`src/design/assert_macros.svh`:
```
// Assertion helpers for the design files, used by first_fit_extent_allocator.
`ifndef ASSERT_MACROS_SVH
`define ASSERT_MACROS_SVH

// Clocked check, masked while reset is high.
`define FFA_ASSERT(lbl, prop, msg) \
   lbl: assert property (@(posedge clock) disable iff (reset) prop) else $error(msg);

// Clocked check that also holds during reset.
`define FFA_ASSERT_ALWAYS(lbl, prop, msg) \
   lbl: assert property (@(posedge clock) prop) else $error(msg);

`endif

```
`src/design/ffa_ram.sv`:
```
// ---------------------------------------------------------------------------
// ffa_ram
// Generic single-port-write, single-port-read RAM with registered read data.
// ---------------------------------------------------------------------------
module ffa_ram #(
   parameter int WIDTH = 8,
   parameter int DEPTH = 16
) (
   input  logic                     clock,
   input  logic                     wr_en,
   input  logic [$clog2(DEPTH)-1:0] wr_addr,
   input  logic [WIDTH-1:0]         wr_data,
   input  logic [$clog2(DEPTH)-1:0] rd_addr,
   output logic [WIDTH-1:0]         rd_data
);

   logic [WIDTH-1:0] mem_ff [DEPTH];
   logic [WIDTH-1:0] rd_data_ff;

   always_ff @(posedge clock) begin
      if (wr_en) begin
         mem_ff[wr_addr] <= wr_data;
      end
      rd_data_ff <= mem_ff[rd_addr];
   end

   assign rd_data = rd_data_ff;

endmodule

```
`config.mk`:
```
export PLATFORM = sky130hd
export DESIGN_NAME = ffa_ram
export DESIGN_NICKNAME = d
export VERILOG_FILES = /design/src/design/assert_macros.svh /design/src/design/ffa_ram.sv
export SDC_FILE = /design/constraint.sdc
export NUM_CORES = 1
export LEC_CHECK = 0
export ABC_AREA = 1
export BUFFER_PORTS_ARGS = -buffer_cell sky130_fd_sc_hd__buf_2
export CAP_MARGIN = 20
export CORE_ASPECT_RATIO = 1.25
export CORE_MARGIN = 10
export CORE_UTILIZATION = 61
export CTS_CLUSTER_DIAMETER = 100
export DETAILED_ROUTE_END_ITERATION = 10
export MAX_ROUTING_LAYER = met4
export PLACE_DENSITY = 0.87
export RECOVER_POWER = 50
export SKIP_LAST_GASP = 1
export SLEW_MARGIN = 20
export SYNTH_ARGS = -nofsm -noshare
export SYNTH_HDL_FRONTEND = slang
export SYNTH_SLANG_ARGS = --single-unit
```
`constraint.sdc`:
```
create_clock -name clock -period 1.7 [get_ports clock]
set_input_delay 0.34 -clock clock [delete_from_list [all_inputs] [get_ports clock]]
set_output_delay 0.34 -clock clock [all_outputs]
set_load 0.02 [all_outputs]
```
After elaboration in Yosys (flattened, before gate mapping)
Memories as Yosys holds them, arrays and structs flattened. A register that Yosys moved wholly into a read port is not among the register bits.
Index checks and enable logic that the tools add are counted.

storage, ports and cells
  memory bits (writable) = 128
  register bits after elaboration = 0
  bits in read-only memories = 0
  latch bits = 0
  memories kept = 1

cells by class
  magnitude comparators = 0
  shift operators = 0
  multipliers = 0
  reduce and logical (&&, ||, !) cells = 0
  equality and inequality tests = 0
  multiplexer cells = 2
  bitwise operators = 0
  divide/modulo/power cells = 0
  add/subtract/negate cells = 0

memory list
  name    depth  bits a word  rd ports  clocked after Yosys merged registers in  wr ports  line           RTL
  mem_ff  16     8            1         1                                        1         ffa_ram.sv:17  logic [WIDTH-1:0] mem_ff [DEPTH];

operators by type and width
  cell               count
  two-way mux 1 bit  2

Logic depth before layout (Yosys ltp)
  word-level depth = 2
  mapped depth = 8
  mapped depth without buffers = 7

Worst setup path before layout
OpenSTA, ideal clock, no wires.

  kind = input -> register
  start = input port wr_addr[2]
  end = memory mem_ff[10][0], enable pin
  data required time = 1.330 ns
  slack = 0.409 ns
  library setup time = 0.370 ns
  data arrival time = 0.921 ns
  stages = 2
  path through = nand3b_1 nor2_1

RTL lines
  what                line           RTL
  start: declaration  ffa_ram.sv:11  input logic [$clog2(DEPTH)-1:0] wr_addr,
  end: declaration    ffa_ram.sv:17

Straight into the memory's write port.

Final worst setup path
  start = register rd_data_ff[5], in the netlist rd_data[5], read port of mem_ff
  end = output port rd_data[5]

RTL lines
  what                line           RTL
  start: declaration  ffa_ram.sv:18  logic [WIDTH-1:0] rd_data_ff;
  end: declaration    ffa_ram.sv:14  output logic [WIDTH-1:0] rd_data

No word-level cell between the ends.

==> results.md <==
- Run status: finished, final reports clean
- Routed length per instance: 17.5 µm
- I/O pin total: 26
- Setup bufs post-CTS: 0
- FF+latch count, synth: 136
- Area of the multi-input gates: 1210 µm²
- Hold crit path type: input pin to register
- Post-Syn Instances: 551
- FMAX: 777 MHz
- CP endpoint kind: output pin
- First-pass GRT wire length: 20200 µm
- Core footprint: 9170 µm²
- Initial Util: 62.9%
- Hpwl dp: 7950 µm
- Overall power: 8.13 mW
- Number of global-route vias before repair: 4098
- Die height: 129 µm
- Clock Latency Late Sink: 0.41 ns
- Net Sw Power: 1.68 mW
- Internal: 6.45 mW
- Antenna-violating nets left: 0
- Syn_area_per_cell: 10.5 µm²
- Die width: 107 µm
- Initial antenna violation count: 0
- Slew @ Worst Pin: 0.878 ns
- Sequential share of the synthesized area: 69.4%
- Ratio of final minimum period to clock period: 75.7%
- Worst reg2reg path depth: 6
- Reg2reg end: rd_data[7]
- CTS sink count: 136
- Routed vias: 4050
- DR vias/cell: 5.53
- Post-Route WL: 12900 µm
- # port buffers: 25
- Antenna Cells: 0
- Fillers: 600
- Initial DRC count: 317
- First-pass iteration count of the detailed router: 6
- Critical Path Slowest Stage Cell: dfxtp_1
- Die area: 13800 µm²
- Hold Path Sink: rd_data[4]
- Setup ws final: 0.413 ns
- Pins over their slew limit: 0
- Share of layout cells above drive strength 1: 12.1%
- Pwr per Cell Area: 1210 nW/µm²
- Setup-failing EPs final: 0
- Critical Path Max Stage Delay: 0.35 ns
- CTS tree: built
- Final Hold Fails: 0
- CP bufs+invs: 1
- RSZ-0062 raised after global routing: false
- WHS Path Cells: 3
- # rows: 39
- Top post-synthesis cells by area: edfxtp_1, nand2_1, nand3_1
- Nets: 615
- Yosys warns: 0
- Max Cap Viol: 0
- Register area: 4000 µm²
- Net count after synthesis: 569
- Largest net degree at the start of global routing: 65
- Worst EP required: 1.36 ns
- Static Leak: 2.93 nW
- Clk_skew: 0.00621 ns
- Clk pin slew, worst setup/hold paths: 0.06 ns
- Synthesized cell area: 5770 µm²
- Area share of the largest cell type after synthesis: 66.7%
- Setup TNS: 0 ns
- Distinct cells, synth: 12
- Reg2reg start: mem_ff[14][7]
- Crit path cell chain: buf_2
- Post-Place Setup Slack: 0.286 ns
- RD Place Congestion: 0.944
- Global route total overflow: 0
- R2R Setup Slk: 0.66 ns
- CTS Buffer Depth: 2
- CP Launch Point: rd_data[5]
- CTS Hold Bufs: 0
- HP Start: rd_addr[3]
- CP arrival: 0.95 ns
- Net Sw Frac: 20.6%
- Resize count post-CTS: 0
- Sequential share of power: 46.4%
- H-tree depth: 4
- Area delta synth->final: 16.4%
- Yosys top cell by area: edfxtp_1
- GRT Overall Usage: 20.1%
- Clock Tree Root: clkbuf_16
- DRC Markers: 0
- Num CTS Buffers: 17
- Top delay family on crit path: flip-flops
- Minimum clock period: 1.29 ns
- Clock power frac: 47.8%
- VDD IR max: 1.24 mV
- Startpoint Class: register
- Rel. slew slack: 41.5%
- Crit path kind: register to output pin
- CP max FO: 1
- Power share of the combinational group: 5.8%
state kept, by name, summed over array words and instances, names as in the netlist:
| signal | count |
|---|---|
| mem_ff | 128 |
| rd_data | 8 |
placed cells by master, fill, tap and decap left out, types with 3 or more instances in the layout:
master / instances
edfxtp_1: 128
clkbuf_1: 11
clkinvlp_4: 3
nand3_1: 97
bufinv_16: 4
buf_2: 16
clkbuf_8: 3
dfxtp_1: 8
inv_1: 100
buf_4: 24
nor2_1: 17
clkbuf_16: 17
nand2_1: 173
cells by family after synthesis:
group         after synthesis  synth area share, %
simple gates              289                 21.0
flops                     136                 69.4
buf+inv                   126                 9.52
cell usage after synthesis (all sizes together):
cell type / instances
buf: 24
dfxtp: 8
edfxtp: 128
inv: 102
nand2: 173
nand3: 97
nand3b: 2
nor2: 17
metrics by stage:
step	utilization, %	hold WS, ns	std cells	cell area [µm²]
after floorplan	-	0.439	551	5770
after global placement	66.4	0.641	701	6090
after detailed placement	66.4	0.653	701	6090
after CTS	73.3	0.294	733	6730
after global routing	73.2	0.325	733	6710
final	73.2	0.308	733	6710
worst max path at each step:
stage	slack (ns)	to	depth (start not counted)
floorplan	0.41	mem_ff[10][0]	2
global placement	0.32	rd_data[5]	7
detailed placement	0.29	rd_data[5]	7
CTS	0.38	rd_data[5]	1
global route	0.38	rd_data[5]	1
finish	0.41	rd_data[5]	1
final cells by class:
cell class / count / share of cell area [%]
flip-flops and latches: 136 / 59.6
multi-input cells: 289 / 18.1
clock buffers: 21 / 7.01
inverters: 102 / 5.70
repair buffers: 51 / 4.73
clock inverters: 11 / 2.53
well taps: 123 / 2.29
power groups by stage:
| stage | logic [mW] | registers (mW) | clock network (mW) |
|---|---|---|---|
| 2_1_floorplan | 0.264 | 3.86 | 0 |
| 3_3_place_gp | 0.448 | 3.84 | 0 |
| 3_5_place_dp | 0.466 | 3.84 | 0 |
| 4_1_cts | 0.473 | 3.77 | 3.92 |
| 5_1_grt | 0.522 | 3.78 | 4.05 |
| 6_report | 0.474 | 3.78 | 3.88 |
layer usage:
layer | GRT usage [%] | up-vias | routed length, µm
li1 | - | 1873 | -
met2 | 33.3 | 227 | 6600
met3 | 5.59 | 49 | 1130
met4 | 13.3 | 0 | 550
met5 | - | - | 0
met1 | 20.3 | 1901 | 4570
(Power assumes the default switching activity.)
